### config.mk
export PLATFORM = sky130hd
export DESIGN_NAME = linear_array_queue_core
export DESIGN_NICKNAME = d
export VERILOG_FILES = /design/src/rtl/laq_pkg.sv /design/src/rtl/linear_array_queue_core.sv /design/src/rtl/laq_ram.sv
export SDC_FILE = /design/constraint.sdc
export NUM_CORES = 1
export LEC_CHECK = 0
export ABC_AREA = 1
export BUFFER_PORTS_ARGS = -buffer_cell sky130_fd_sc_hd__clkbuf_2
export CAP_MARGIN = 30
export CORE_UTILIZATION = 59
export CTS_BUF_LIST = sky130_fd_sc_hd__clkbuf_16
export CTS_CLUSTER_DIAMETER = 100
export DETAILED_ROUTE_END_ITERATION = 6
export GPL_TIMING_DRIVEN = 0
export PLACE_DENSITY = 0.87
export SYNTH_ARGS = -nofsm -noshare
export SYNTH_HDL_FRONTEND = slang
export SYNTH_SLANG_ARGS = --single-unit
### constraint.sdc
create_clock -name clk -period 4.42 [get_ports clk]
set_clock_uncertainty 0.15 [all_clocks]
set_input_delay 0.884 -clock clk [delete_from_list [all_inputs] [get_ports clk]]
set_output_delay 0.884 -clock clk [all_outputs]
set_load 0.02 [all_outputs]
### src/rtl/laq_pkg.sv
// Shared types and constants for the linear array queue.
// Holds the operation and status codes and the default depth; depends on nothing.
package laq_pkg;

	localparam int unsigned DEPTH_DEF = 8;
	localparam int unsigned DATA_W    = 32;

	typedef enum logic [1:0] {
		FN_ENQ  = 2'd0,
		FN_DEQ  = 2'd1,
		FN_PEEK = 2'd2,
		FN_DISP = 2'd3
	} func_t;

	typedef logic [1:0] status_t;

	localparam status_t ST_OK    = 2'd0;
	localparam status_t ST_FULL  = 2'd1;
	localparam status_t ST_EMPTY = 2'd2;

endpackage

### src/rtl/linear_array_queue_core.sv
// Top level of the linear array queue: request decode, index state, result register.
// Depends on laq_pkg and instantiates laq_ram for the slot storage.

// The queue keeps up to DEPTH signed 32-bit elements on a linear array that never
// wraps: once the tail sits on the last slot, enqueue is refused with status full
// even if slots at the front were freed; only dequeuing the last element resets both
// indices to zero. Each input request carries an operation in s_tuser (enqueue,
// dequeue, peek, display) and the element in s_tdata. Enqueue, and any operation on
// an empty queue, produce one result in the cycle after the request. Dequeue and
// peek read the front slot from the synchronous slot memory, so their one result
// passes through the memory read register and then the result register. Display
// streams every stored element from front to rear, one per cycle while the result
// register is free; m_tlast marks its final result, and every other operation
// always sets m_tlast on its single result. A new request is taken whenever the
// block is idle and the result register is empty or being drained in the same
// cycle; while a dequeue, peek or display is still delivering results, s_tready
// stays low. Slots start undefined; the indices only ever cover written slots, so
// no clearing is needed.
module linear_array_queue_core #(
	parameter int unsigned DEPTH = laq_pkg::DEPTH_DEF
) (
	input  logic                       clk,
	input  logic                       arst_n,
	// Input requests.
	input  logic                       s_tvalid,
	output logic                       s_tready,
	input  logic [laq_pkg::DATA_W-1:0] s_tdata,   // [31:0] value
	input  logic [1:0]                 s_tuser,   // [1:0] func
	// Results.
	output logic                       m_tvalid,
	input  logic                       m_tready,
	output logic [laq_pkg::DATA_W-1:0] m_tdata,   // [31:0] data
	output logic [1:0]                 m_tuser,   // [1:0] status
	output logic                       m_tlast
);
	import laq_pkg::*;

	localparam int unsigned AW = $clog2(DEPTH);
	localparam logic [AW-1:0] LAST_IDX = AW'(DEPTH - 1);

	typedef enum logic {
		S_IDLE,
		S_STREAM
	} state_t;

	state_t            state_q;
	logic [AW-1:0]     head_q;
	logic [AW-1:0]     tail_q;
	logic              empty_q;
	// Read pointer and final index of the run being streamed out.
	logic [AW-1:0]     ptr_q;
	logic [AW-1:0]     end_q;

	logic              m_tvalid_q;
	logic [DATA_W-1:0] m_tdata_q;
	status_t           m_tuser_q;
	logic              m_tlast_q;

	logic              out_free;
	logic              accept;
	logic              res_load;
	func_t             func;
	logic              enq_fits;
	logic              ram_we;
	logic [AW-1:0]     ram_waddr;
	logic              ram_re;
	logic [AW-1:0]     ram_raddr;
	logic [DATA_W-1:0] ram_rdata;

	// The result register is free if empty or being taken in this cycle.
	assign out_free = !m_tvalid_q || m_tready;
	assign s_tready = (state_q == S_IDLE) && out_free;
	assign accept   = s_tvalid && s_tready;
	assign func     = func_t'(s_tuser);

	// A result is loaded right away for enqueue or an empty queue, and once per
	// free cycle while a run is streamed out.
	assign res_load = (accept && ((func == FN_ENQ) || empty_q))
		|| ((state_q == S_STREAM) && out_free);

	// An empty queue always takes the element at slot zero; otherwise the tail
	// must not already sit on the last slot.
	assign enq_fits  = empty_q || (tail_q != LAST_IDX);
	assign ram_we    = accept && (func == FN_ENQ) && enq_fits;
	assign ram_waddr = empty_q ? '0 : tail_q + AW'(1);

	// The first read goes out with the request; later reads go out as each result
	// is loaded, so the registered read data always matches ptr_q while streaming.
	always_comb begin
		ram_re    = 1'b0;
		ram_raddr = head_q;
		if (accept && (func != FN_ENQ) && !empty_q) begin
			ram_re    = 1'b1;
			ram_raddr = head_q;
		end else if ((state_q == S_STREAM) && out_free && (ptr_q != end_q)) begin
			ram_re    = 1'b1;
			ram_raddr = ptr_q + AW'(1);
		end
	end

	laq_ram #(
		.DEPTH (DEPTH)
	) u_ram (
		.clk   (clk),
		.we    (ram_we),
		.waddr (ram_waddr),
		.wdata (s_tdata),
		.re    (ram_re),
		.raddr (ram_raddr),
		.rdata (ram_rdata)
	);

	always_ff @(posedge clk or negedge arst_n) begin
		if (!arst_n) begin
			state_q    <= S_IDLE;
			head_q     <= '0;
			tail_q     <= '0;
			empty_q    <= 1'b1;
			ptr_q      <= '0;
			end_q      <= '0;
			m_tvalid_q <= 1'b0;
			m_tdata_q  <= '0;
			m_tuser_q  <= ST_OK;
			m_tlast_q  <= 1'b0;
		end else begin
			if (res_load) begin
				m_tvalid_q <= 1'b1;
			end else if (m_tvalid_q && m_tready) begin
				m_tvalid_q <= 1'b0;
			end
			unique case (state_q)
				S_IDLE: begin
					if (accept) begin
						if (func == FN_ENQ) begin
							m_tdata_q  <= '0;
							m_tlast_q  <= 1'b1;
							m_tuser_q  <= enq_fits ? ST_OK : ST_FULL;
							if (empty_q) begin
								head_q  <= '0;
								tail_q  <= '0;
								empty_q <= 1'b0;
							end else if (enq_fits) begin
								tail_q <= tail_q + AW'(1);
							end
						end else if (empty_q) begin
							m_tdata_q  <= '0;
							m_tlast_q  <= 1'b1;
							m_tuser_q  <= ST_EMPTY;
						end else begin
							// Dequeue and peek stream a run of one element.
							ptr_q   <= head_q;
							end_q   <= (func == FN_DISP) ? tail_q : head_q;
							state_q <= S_STREAM;
							if (func == FN_DEQ) begin
								if (head_q == tail_q) begin
									head_q  <= '0;
									tail_q  <= '0;
									empty_q <= 1'b1;
								end else begin
									head_q <= head_q + AW'(1);
								end
							end
						end
					end
				end
				S_STREAM: begin
					if (out_free) begin
						m_tdata_q  <= ram_rdata;
						m_tuser_q  <= ST_OK;
						m_tlast_q  <= (ptr_q == end_q);
						if (ptr_q == end_q) begin
							state_q <= S_IDLE;
						end else begin
							ptr_q <= ptr_q + AW'(1);
						end
					end
				end
				default: begin
					state_q <= S_IDLE;
				end
			endcase
		end
	end

	assign m_tvalid = m_tvalid_q;
	assign m_tdata  = m_tdata_q;
	assign m_tuser  = m_tuser_q;
	assign m_tlast  = m_tlast_q;

	// A non-empty queue never has its front behind its rear.
	a_order: assert property (@(posedge clk) disable iff (!arst_n)
		!empty_q |-> (head_q <= tail_q))
		else $error("head index passed tail index");

	// An empty queue keeps both indices at zero.
	a_empty_idx: assert property (@(posedge clk) disable iff (!arst_n)
		empty_q |-> ((head_q == '0) && (tail_q == '0)))
		else $error("empty queue with nonzero indices");

	// A streamed run never reads past its final index.
	a_ptr_range: assert property (@(posedge clk) disable iff (!arst_n)
		(state_q == S_STREAM) |-> (ptr_q <= end_q))
		else $error("stream pointer beyond end of run");

	// Results of an empty or full status carry no element and end their request.
	a_status_data: assert property (@(posedge clk) disable iff (!arst_n)
		(m_tvalid && (m_tuser != ST_OK)) |-> ((m_tdata == '0) && m_tlast))
		else $error("error status with element data");

	// Leaving the stream state follows the loading of a final result.
	a_stream_end: assert property (@(posedge clk) disable iff (!arst_n)
		((state_q == S_STREAM) && out_free && (ptr_q == end_q))
		|=> ((state_q == S_IDLE) && m_tvalid_q && m_tlast_q))
		else $error("stream ended without final result");

endmodule

### src/rtl/laq_ram.sv
// Slot storage of the linear array queue: one write port, one read port, registered read data.
// Depends on laq_pkg for the element width.
module laq_ram #(
	parameter int unsigned DEPTH = laq_pkg::DEPTH_DEF
) (
	input  logic                               clk,
	input  logic                               we,
	input  logic [$clog2(DEPTH)-1:0]           waddr,
	input  logic [laq_pkg::DATA_W-1:0]         wdata,
	input  logic                               re,
	input  logic [$clog2(DEPTH)-1:0]           raddr,
	output logic [laq_pkg::DATA_W-1:0]         rdata
);
	import laq_pkg::*;

	logic [DATA_W-1:0] mem_q [DEPTH];
	logic [DATA_W-1:0] rdata_q;

	always_ff @(posedge clk) begin
		if (we) begin
			mem_q[waddr] <= wdata;
		end
	end

	// Read data holds until the next read so a stalled consumer can wait on it.
	always_ff @(posedge clk) begin
		if (re) begin
			rdata_q <= mem_q[raddr];
		end
	end

	assign rdata = rdata_q;

endmodule

==> impl_metrics.tcl, run 1 <==
set metrics [dict create \
    intPower_mw 7.049 \
    grt_pass1_vias 10660 \
    status "finished clean" \
    swShare_pct 41.56 \
    p_sw_mw 5.013 \
    p_leak_nw 7.604 \
    drive_gt1_share_pct 13.25 \
    cp_num_cells 10 \
    synth_top_family_by_area "simple AND/OR/NAND/NOR gates" \
    timing.hold.ws_ps 284.2 \
    nNetsFinal 1549 \
    io_buffers 74 \
    ys_ff_latch 338 \
    vias_per_cell 5.795 \
    firstDrtPassIters 6 \
    dieArea_mm2 0.02536 \
    drtIter0Drc 1460 \
    ir_drop_uv 365.6 \
    start_kind "input port" \
    wirelength_mm 36.26 \
    ys_warn_count 0 \
    synth_cell_types 32 \
    syn-cell-area_mm2 0.01459 \
    path_cells "clkbuf_2 -> nor2_1 -> inv_1 -> nor2_1 -> nand2_1 -> inv_1 -> nand2_1 -> nor3_4 -> buf_16 -> buf_8" \
    postCtsSetupBuffers 0 \
    yosys.area_share.simple_pct 18.98 \
    crit_buf_inv 5 \
    relSlewSlack_pct 39.67 \
    final_common_cell "nand2_1" \
    core_area_mm2 0.02432 \
    dp_hpwl_mm 23.21 \
    ys_seq_area_share_pct 67.85 \
    cts_resized 0 \
    grt_max_degree 39 \
    tightest_slew_ps 900.0 \
    cp.required_ps 4480 \
    r2r_cells 7 \
    grt_setup_unrepaired "false" \
    post-route-drc-count 0 \
    ioPinCount 75 \
    cts-hold-fix-buffers 0 \
    synth_edf_count 288 \
    syn2layout_area_growth_pct 14.41 \
    cts_buffer_depth 3 \
    htreeDepth 2 \
    path_class "input port to flop" \
    clkPwrFrac_pct 21.4 \
    min_period_ps 3078 \
    clk_pin_slew_worst_paths_ps 60 \
    critPathMaxFanout 17 \
    async_flop_share_pct 14.79 \
    slowest_delay_ps 470 \
    antenna_left 0 \
    antenna_found_initial 0 \
    power_density_mw_per_mm2 722.5 \
    finalCritPeriodShare_pct 69.64 \
    synth_fa_ha_area_share_pct 0.3430 \
    place.gp.congestion 0.8524 \
    clk_latency_ps 520 \
    cap_violations 0 \
    grt.overflow.total 0 \
    detail_route.wl_per_cell_um 19.54 \
    crit_slowest_cell "nor3_4" \
    hold_path.class "input port to async pin" \
    drv_slew 0 \
    synthMuxAreaShare_pct 0 \
    cts_tree "built" \
    yosys_most_used_dff "edfxtp_1" \
    synth_compound_gate_area_share_pct 2.924 \
    dieWidth_um 159.3 \
    initial_core_util_pct 60.00 \
    synthXorXnorAreaFrac_pct 0.3001 \
    pre_cts_ws_ps 856.9 \
    max_freq_ghz 0.3249 \
    finalHoldViolCount 0 \
    synth_nets 1421 \
    worstPathArrival_ps 3140 \
    finalWorstSetupSlack_ps 1342 \
    grt_pass1_wl_mm 56.55 \
    cts_sinks 338 \
    r2r_slack_ps 1510 \
    die_h_um 159.3 \
    grtUsageTotal_pct 28.93 \
    syn_area_per_cell_um2 10.58 \
    comb_power_share_pct 42.8 \
    finalSetupViolCount 0 \
    syn-instance-count 1379 \
    critPathCaptureType "flop" \
    num_rows 57 \
    num_vias 10760 \
    most-common-layout-cells "nand2_1, inv_1, nand3_1, edfxtp_1, clkbuf_2" \
    cts_buffers 35 \
    seqPwrFrac_pct 35.7 \
    antenna_cells 0 \
    crit_family "simple AND/OR/NAND/NOR gates" \
    root_buffer "clkbuf_16" \
]
[synth_stat cells, types with 2 or more instances]
library cell	number	area, um2
edfxtp_1	288	8648
o211ai_1	3	22.52
a21oi_1	2	10.01
o21ai_0	16	80.08
buf_4	5	37.54
clkbuf_1	18	67.56
nand2_4	2	22.52
buf_2	43	215.2
dfrtp_1	49	1226
nand3_1	294	1471
nor2_1	13	48.80
buf_6	2	22.52
nand2_1	303	1137
inv_2	5	18.77
xnor2_1	5	43.79
a22o_1	32	280.3
ha_1	4	50.05
nand4_1	2	12.51
inv_1	276	1036
nor3_1	5	25.02
[cell families after synthesis]
logic type | after synthesis
AND/OR/NAND/NOR | 624
buffers and inverters | 350
flip-flops | 338
AO/OA/AOI/OAI | 58
XOR/XNOR | 5
adder cells (fa/ha/maj) | 4
[power by group through the flow]
stage,registers [mW],logic [mW],clock network (mW)
2_1_floorplan,4.48,3.16,0
3_3_place_gp,4.35,4.64,0
3_5_place_dp,4.36,4.90,0
4_1_cts,4.31,5.01,2.59
5_1_grt,4.34,5.57,2.72
6_report,4.31,5.17,2.58
[area by class of cell]
type / count / area (um2)
plain buffers: 69 / 346.6
clock inverters: 27 / 113.9
fillers: 1560 / 7625
inverters: 281 / 1055
multi-input cells: 691 / 3348
well taps: 324 / 405.4
clock buffers: 35 / 875.8
flip-flops and latches: 338 / 9901
repair buffers: 91 / 649.4
[worst paths after layout]
check,to,startpoint
max,u_ram.mem_q[1][21]$_DFFE_PP_,s_tuser[0]
min,m_tdata[1]$_DFFE_PN0P_,arst_n
max reg2reg,u_ram.mem_q[6][7]$_DFFE_PP_,tail_q[0]$_DFFE_PN0P_
min reg2reg,m_tdata[14]$_DFFE_PN0P_,u_ram.rdata[14]$_DFFE_PP_
max in group asynchronous,m_tdata[4]$_DFFE_PN0P_,arst_n
min in group clk,m_tdata[14]$_DFFE_PN0P_,u_ram.rdata[14]$_DFFE_PP_
[state kept, by name, summed over array words and instances, names as in the netlist]
| signal | flops |
|---|---|
| ptr_q | 3 |
| u_ram.mem_q | 256 |
| head_q | 3 |
| state_q | 1 |
| m_tuser | 2 |
| u_ram.rdata | 32 |
| tail_q | 3 |
| m_tlast | 1 |
| m_tvalid | 1 |
| empty_q | 1 |
| m_tdata | 32 |
| end_q | 3 |
[per-stage QoR]
stage	setup TNS [ps]	total power, mW	cell area (um2)	std cells	util, %
5_1_grt	0	12.63	16690	1856	68.65
4_1_cts	0	11.91	16670	1855	68.57
3_3_place_gp	-265380	8.994	15370	1777	63.21
3_5_place_dp	0	9.266	15690	1793	64.50
2_1_floorplan	0	7.638	14600	1379	-
6_report	0	12.06	16690	1856	68.65
[worst register-to-register path: stages, from the launching register on]
cell and delay, ps:
dfrtp_1 500, ha_1 260, ha_1 270, inv_1 40, nor2_1 190, nand2_1 180
nor3_2 760, buf_6 280
[metal layers]
metal | part of all wire (%) | global-route usage [%] | up-vias | wire [um]
met5 | 0 | 0 | - | 0
met4 | 3.8 | 12.89 | 0 | 1371
met3 | 11 | 5.053 | 124 | 4050
met2 | 50 | 48.50 | 766 | 17970
met1 | 35 | 37.24 | 5074 | 12870
li1 | - | - | 4791 | -
No activity file was read; power rests on OpenSTA's default activity.
==> run 2, diff against run 1 <==
--- a/config.mk
+++ b/config.mk
@@ -5,7 +5,7 @@
 export SDC_FILE = /design/constraint.sdc
 export NUM_CORES = 1
 export LEC_CHECK = 0
-export ABC_AREA = 1
+export ABC_AREA = 0
 export BUFFER_PORTS_ARGS = -buffer_cell sky130_fd_sc_hd__clkbuf_2
 export CAP_MARGIN = 30
 export CORE_UTILIZATION = 59
==> constraint.sdc (replaced) <==
create_clock -name clk -period 3.2 [get_ports clk]
set_clock_uncertainty 0.15 [all_clocks]
set_input_delay 0.64 -clock clk [delete_from_list [all_inputs] [get_ports clk]]
set_output_delay 0.64 -clock clk [all_outputs]
set_load 0.02 [all_outputs]
==> run 2 against run 1 <==
Effect of this change: area after synthesis shrank 7.8%; via count shrank 16%; critical path type is now flop to flop; largest cell class unchanged; cell count shrank 29%; sequential power grew 37%.
==> impl_metrics.tcl, run 2 <==
set metrics [dict create \
    crit_end "u_ram.rdata[3]$_DFFE_PP_" \
    dieArea_mm2 0.02340 \
    drv_slew 0 \
    grt_pass1_wl_mm 52.87 \
    pre_cts_ws_ps -433.1 \
    io_buffers 73 \
    ys_ff_latch 338 \
    synth_cell_types 47 \
    r2r_slack_ps 90 \
    grt_pass1_vias 9209 \
    cts_buffer_depth 3 \
    drtIter0Drc 1367 \
    start_kind "flop" \
    syn_area_per_cell_um2 15.21 \
    die_h_um 153.0 \
    clk_pin_slew_worst_paths_ps 60 \
    num_rows 54 \
    timing.hold.ws_ps 253.2 \
    root_buffer "clkbuf_16" \
    finalCritPeriodShare_pct 97.26 \
    clk_latency_ps 510 \
    cts_sinks 338 \
    syn2layout_area_growth_pct 16.85 \
    final_common_cell "edfxtp_1" \
    initial_core_util_pct 60.87 \
    finalSetupViolCount 0 \
    core_area_mm2 0.02209 \
    vias_per_cell 6.863 \
    r2r_cells 8 \
    synth_edf_count 288 \
    grtUsageTotal_pct 30.16 \
    cts_tree "built" \
    worstPathArrival_ps 3280 \
    num_vias 9087 \
    post-route-drc-count 0 \
    tightest_slew_ps 879.8 \
    largest_reg_flops 256 \
    finalWorstSetupSlack_ps 87.69 \
    path_class "flop to flop" \
    synth_top_area_share_pct 64.31 \
    syn-cell-area_mm2 0.01345 \
    setup_tns_ps 0 \
    r2r_start "ptr_q[2]$_DFFE_PN0P_" \
    wirelength_mm 34.75 \
    top_register "u_ram.mem_q" \
    ir_drop_uv 579.8 \
    critPathMaxFanout 10 \
    syn-instance-count 884 \
    detail_route.wl_per_cell_um 26.25 \
    status "finished clean" \
    yosys_most_used_dff "edfxtp_1" \
    firstDrtPassIters 6 \
    relSlewSlack_pct 41.35 \
    synth_common_cells "edfxtp_1, a21oi_1, o21ai_0, a22o_1, a31oi_1" \
    ioPinCount 75 \
    cap_violations 0 \
    p_leak_nw 5.560 \
    place.gp.congestion 0.8163 \
    min_period_ps 3112 \
    dieWidth_um 153.0 \
    htreeDepth 2 \
    ys_seq_area_share_pct 73.62 \
    grt_max_degree 37 \
    cts_buffers 35 \
    dp_hpwl_mm 21.97 \
    async_flop_share_pct 14.79 \
    synth.most_common_cell "edfxtp_1" \
    critPathCaptureType "flop" \
    cp.required_ps 3360 \
    synth_top_cell_by_area "edfxtp_1" \
    antenna_left 0 \
    most-common-layout-cells "edfxtp_1, clkbuf_2, a21oi_1, o21ai_0, a22o_1" \
    synth_nets 926 \
    critPathLaunch "ptr_q[2]$_DFFE_PN0P_" \
    drive_gt1_share_pct 22.61 \
    hold_path.class "input port to flop" \
    power_density_mw_per_mm2 1075 \
    nNetsFinal 1062 \
    synth_area_leaders "edfxtp_1, dfrtp_1, a22o_1, a31oi_1, a211oi_2" \
    ys_warn_count 0 \
    grt.overflow.total 0 \
    finalHoldViolCount 0 \
    antenna_cells 0 \
    grt_setup_unrepaired "false" \
    antenna_found_initial 0 \
    max_freq_ghz 0.3213 \
    reg2reg_to "u_ram.rdata[3]$_DFFE_PP_" \
]
==> run 2: cell types whose count changed after synthesis, moves of 7 or more <==
cell,delta
nand3_1,-290
inv_1,-272
nand2_1,-257
a21oi_1,+71
a31oi_1,+63
o21ai_0,+56
a22o_1,+34
a211oi_2,+31
a31o_1,+31
clkbuf_1,+14
buf_2,-12
nor2_1,+7
xor2_1,+7
==> run 2: through the flow <==
step           instances  utilization [%]  area [um2]  power [mW]
2_1_floorplan        884                -       13510       10.56
3_3_place_gp        1237            64.39       14230       12.46
3_5_place_dp        1254            66.01       14580       12.93
4_1_cts             1324            71.06       15700       16.73
5_1_grt             1324            71.12       15710       17.54
6_report            1324            71.12       15710       16.90
==> run 2: final cells by class <==
cell class | count | area, um2
Tap cell | 280 | 350.3
Fill cell | 1298 | 6380
Buffer | 71 | 359.1
Sequential cell | 338 | 9901
Clock buffer | 35 | 875.8
Inverter | 4 | 15.01
Clock inverter | 26 | 165.2
Multi-Input combinational cell | 471 | 3296
Timing Repair Buffer | 99 | 752.0
==> run 2: worst max-delay path, stage by stage, from the launching register on <==
cell and delay [ps]:
dfrtp_1 370, buf_6 130, xor2_2 180, o311ai_4 620, nor3_1 110, a21oi_2 310
clkbuf_1 570, a21oi_1 130, a211oi_2 350
==> run 2: worst min-delay path by stage <==
stage                                       end  cells after the start                       from
global route        u_ram.mem_q[5][2]$_DFFE_PP_                      1                 s_tdata[2]
floorplan                  end_q[0]$_DFFE_PN0P_                      0                     arst_n
CTS                 u_ram.mem_q[5][2]$_DFFE_PP_                      1                 s_tdata[2]
detailed placement      m_tdata[12]$_DFFE_PN0P_                      1  u_ram.rdata[12]$_DFFE_PP_
finish              u_ram.mem_q[1][3]$_DFFE_PP_                      1                 s_tdata[3]
global placement        m_tdata[31]$_DFFE_PN0P_                      1  u_ram.rdata[31]$_DFFE_PP_
==> run 2: timing repair <==
item,4_1_cts,5_1_grt
endpoints found under the setup margin,57,29
hold buffers,1,0
hold endpoints to repair,14,0
resized for setup,1,4
pin swaps,3,2
setup buffers,8,0
==> run 2: kinds of logic (layout without fill, tap and decap cells) <==
group,Yosys count,in the layout,synth area share [%]
buf+inv,75,235,2.773
compound gates,351,351,18.61
simple gates,100,100,3.387
mux,7,7,0.5955
xor+xnor,9,9,0.6420
flops,338,338,73.62
fa+ha+maj,4,4,0.3722
==> run 2: where the power goes <==
group | total (mW) | switching [mW] | leakage (nW) | internal (mW)
clock | 3.77 | 1.63 | 0.537 | 2.14
combinational | 7.22 | 4.82 | 1.79 | 2.40
sequential | 5.90 | 0.278 | 3.23 | 5.62
total | 16.9 | 6.73 | 5.56 | 10.2
==> run 2: layer usage <==
layer,global-route usage [%],share of wire [%],vias to the layer above
met5,0,0,-
met3,6.379,11,137
li1,-,-,3793
met1,40.08,37,4431
met2,49.06,48,726
met4,12.12,4.1,0
==> run 3, diff against run 2 <==
==> constraint.sdc (replaced) <==
create_clock -name clk -period 3 [get_ports clk]
set_clock_uncertainty 0.15 [all_clocks]
set_input_delay 0.6 -clock clk [delete_from_list [all_inputs] [get_ports clk]]
set_output_delay 0.6 -clock clk [all_outputs]
set_load 0.02 [all_outputs]
==> run 3 against run 2 <==
Effect of this change: cell area is 1.1% higher; register-to-register slack worse by 70 ps; fmax is 4.2% higher; sequential cell count stayed put; first-iteration DRC count is 0.51% lower; critical endpoint is now u_ram.mem_q[1][30]$_DFFE_PP_; highest routed layer is now met5.
==> impl_metrics.tcl, run 3 (same netlist as run 2, synthesis figures left out) <==
set metrics [dict create \
    status "finished clean" \
    start_kind "flop" \
    slowest_delay_ps 750 \
    clk_pin_slew_worst_paths_ps 60 \
    num_vias 9179 \
    grtUsageTotal_pct 30.39 \
    largest_reg_flops 256 \
    antenna_left 0 \
    crit_buf_inv 2 \
    cts_buffer_depth 3 \
    crit_slowest_cell "nor4b_4" \
    dieWidth_um 153.0 \
    io_buffers 73 \
    drive_gt1_share_pct 25.67 \
    power_mw 18.32 \
    placedCellCount 1253 \
    p_leak_nw 5.644 \
    cp.required_ps 3080 \
    place.gp.congestion 0.8160 \
    final_cell_area_mm2 0.01589 \
    pre_cts_ws_ps -300.2 \
    finalHoldViolCount 0 \
    drv_slew 0 \
    critPathCaptureType "flop" \
    dpl_cell_area_mm2 0.01460 \
    cts_buffers 34 \
    min_period_ps 2987 \
    critPathMaxFanout 9 \
    detail_route.wl_per_cell_um 26.60 \
    tightest_slew_ps 851.2 \
    cap_violations 0 \
    fin_util_pct 71.93 \
    firstDrtPassIters 5 \
    nNetsFinal 1068 \
    syn2layout_area_growth_pct 18.17 \
    grt_max_degree 36 \
    antenna_found_initial 1 \
    timing.hold.ws_ps 193.4 \
    root_buffer "clkbuf_16" \
    dieArea_mm2 0.02340 \
    drtIter0Drc 1360 \
    htreeDepth 2 \
    grt_pass1_wl_mm 53.14 \
    max_freq_ghz 0.3348 \
    core_area_mm2 0.02209 \
    grt.overflow.total 0 \
    ioPinCount 75 \
    die_h_um 153.0 \
    post-route-drc-count 0 \
    final-instance-count-excl-fill 1332 \
    num_rows 54 \
    clk_latency_ps 530 \
    wirelength_mm 35.43 \
    final_common_cell "edfxtp_1" \
    relSlewSlack_pct 43.26 \
    finalCritPeriodShare_pct 99.56 \
    crit_family "simple AND/OR/NAND/NOR gates" \
    initial_core_util_pct 60.87 \
    most-common-layout-cells "edfxtp_1, clkbuf_2, a21oi_1, o21ai_0, a22o_1" \
    worstPathArrival_ps 3070 \
    path_class "flop to flop" \
    hold_path.class "input port to flop" \
    antenna_cells 0 \
    ir_drop_uv 589.2 \
    finalWorstSetupSlack_ps 13.06 \
    cts_tree "built" \
    dp_hpwl_mm 21.11 \
    finalSetupViolCount 0 \
    setup_tns_ps 0 \
    cts_sinks 338 \
    power_density_mw_per_mm2 1153 \
    fill_cells 1239 \
    vias_per_cell 6.891 \
    grt_pass1_vias 9100 \
    path_cells "ha_2 -> ha_2 -> nor2b_4 -> nand2b_1 -> nor4b_4 -> buf_8 -> buf_8" \
    top_register "u_ram.mem_q" \
]
run 3: changes by cell type in the layout (fill, tap and decap cells not counted), sizes merged:
cell | before | now
clkbuf | 140 | 141
inv | 12 | 13
clkinv | 15 | 14
clkinvlp | 1 | 2
buf | 64 | 70
run 3: path summary, 6_finish.rpt:
check	startpoint	slack, ps	to	cells past startpoint
worst max-delay path	tail_q[1]$_DFFE_PN0P_	10	u_ram.mem_q[1][30]$_DFFE_PP_	7
worst min-delay path	s_tdata[1]	190	u_ram.mem_q[6][1]$_DFFE_PP_	1
worst max register to register	tail_q[1]$_DFFE_PN0P_	10	u_ram.mem_q[1][30]$_DFFE_PP_	7
worst min register to register	u_ram.rdata[18]$_DFFE_PP_	320	m_tdata[18]$_DFFE_PN0P_	1
max in group asynchronous	arst_n	1580	empty_q$_DFFE_PN1P_	3
min in group asynchronous	arst_n	470	m_tdata[6]$_DFFE_PN0P_	2
run 3: final cells by class:
cell class / count / area, um2 / area share [%]
clock buffer: 35 / 875.8 / 5.511
buffer: 71 / 377.9 / 2.378
timing repair buffer: 106 / 810.8 / 5.102
inverter: 4 / 15.01 / 0.09448
clock inverter: 27 / 191.4 / 1.205
multi-input combinational: 471 / 3369 / 21.20
tap: 280 / 350.3 / 2.205
sequential: 338 / 9901 / 62.30
run 3: metal layers:
| layer | wire length [um] | GRT usage [%] | part of all wire (%) |
|---|---|---|---|
| met1 | 12870 | 39.53 | 36 |
| met2 | 16960 | 49.17 | 48 |
| met4 | 1578 | 13.71 | 4.5 |
| met3 | 4012 | 7.117 | 11 |
| met5 | 11 | 0 | 0.031 |
run 3: timing repair:
action / in CTS / in global routing
resized for setup: 7 / 24
setup buffers: 8 / 8
cloned: 0 / 0
hold buffers: 1 / 0
endpoints found under the setup margin: 50 / 48
pin swaps: 2 / 3
hold endpoints to repair: 15 / 0
run 3: report_power, final:
part	total (mW)	switching, mW	leakage [nW]	internal, mW
sequential	6.32	0.318	3.23	6.00
clock	4.10	1.79	0.550	2.31
combinational	7.91	5.28	1.86	2.63
run 3: worst reg2reg max path, cell delays in order (launching register included):
cell	delay, ps
dfrtp_1	430
ha_2	210
ha_2	160
nor2b_4	140
nand2b_1	410
nor4b_4	760
buf_8	270
buf_8	170
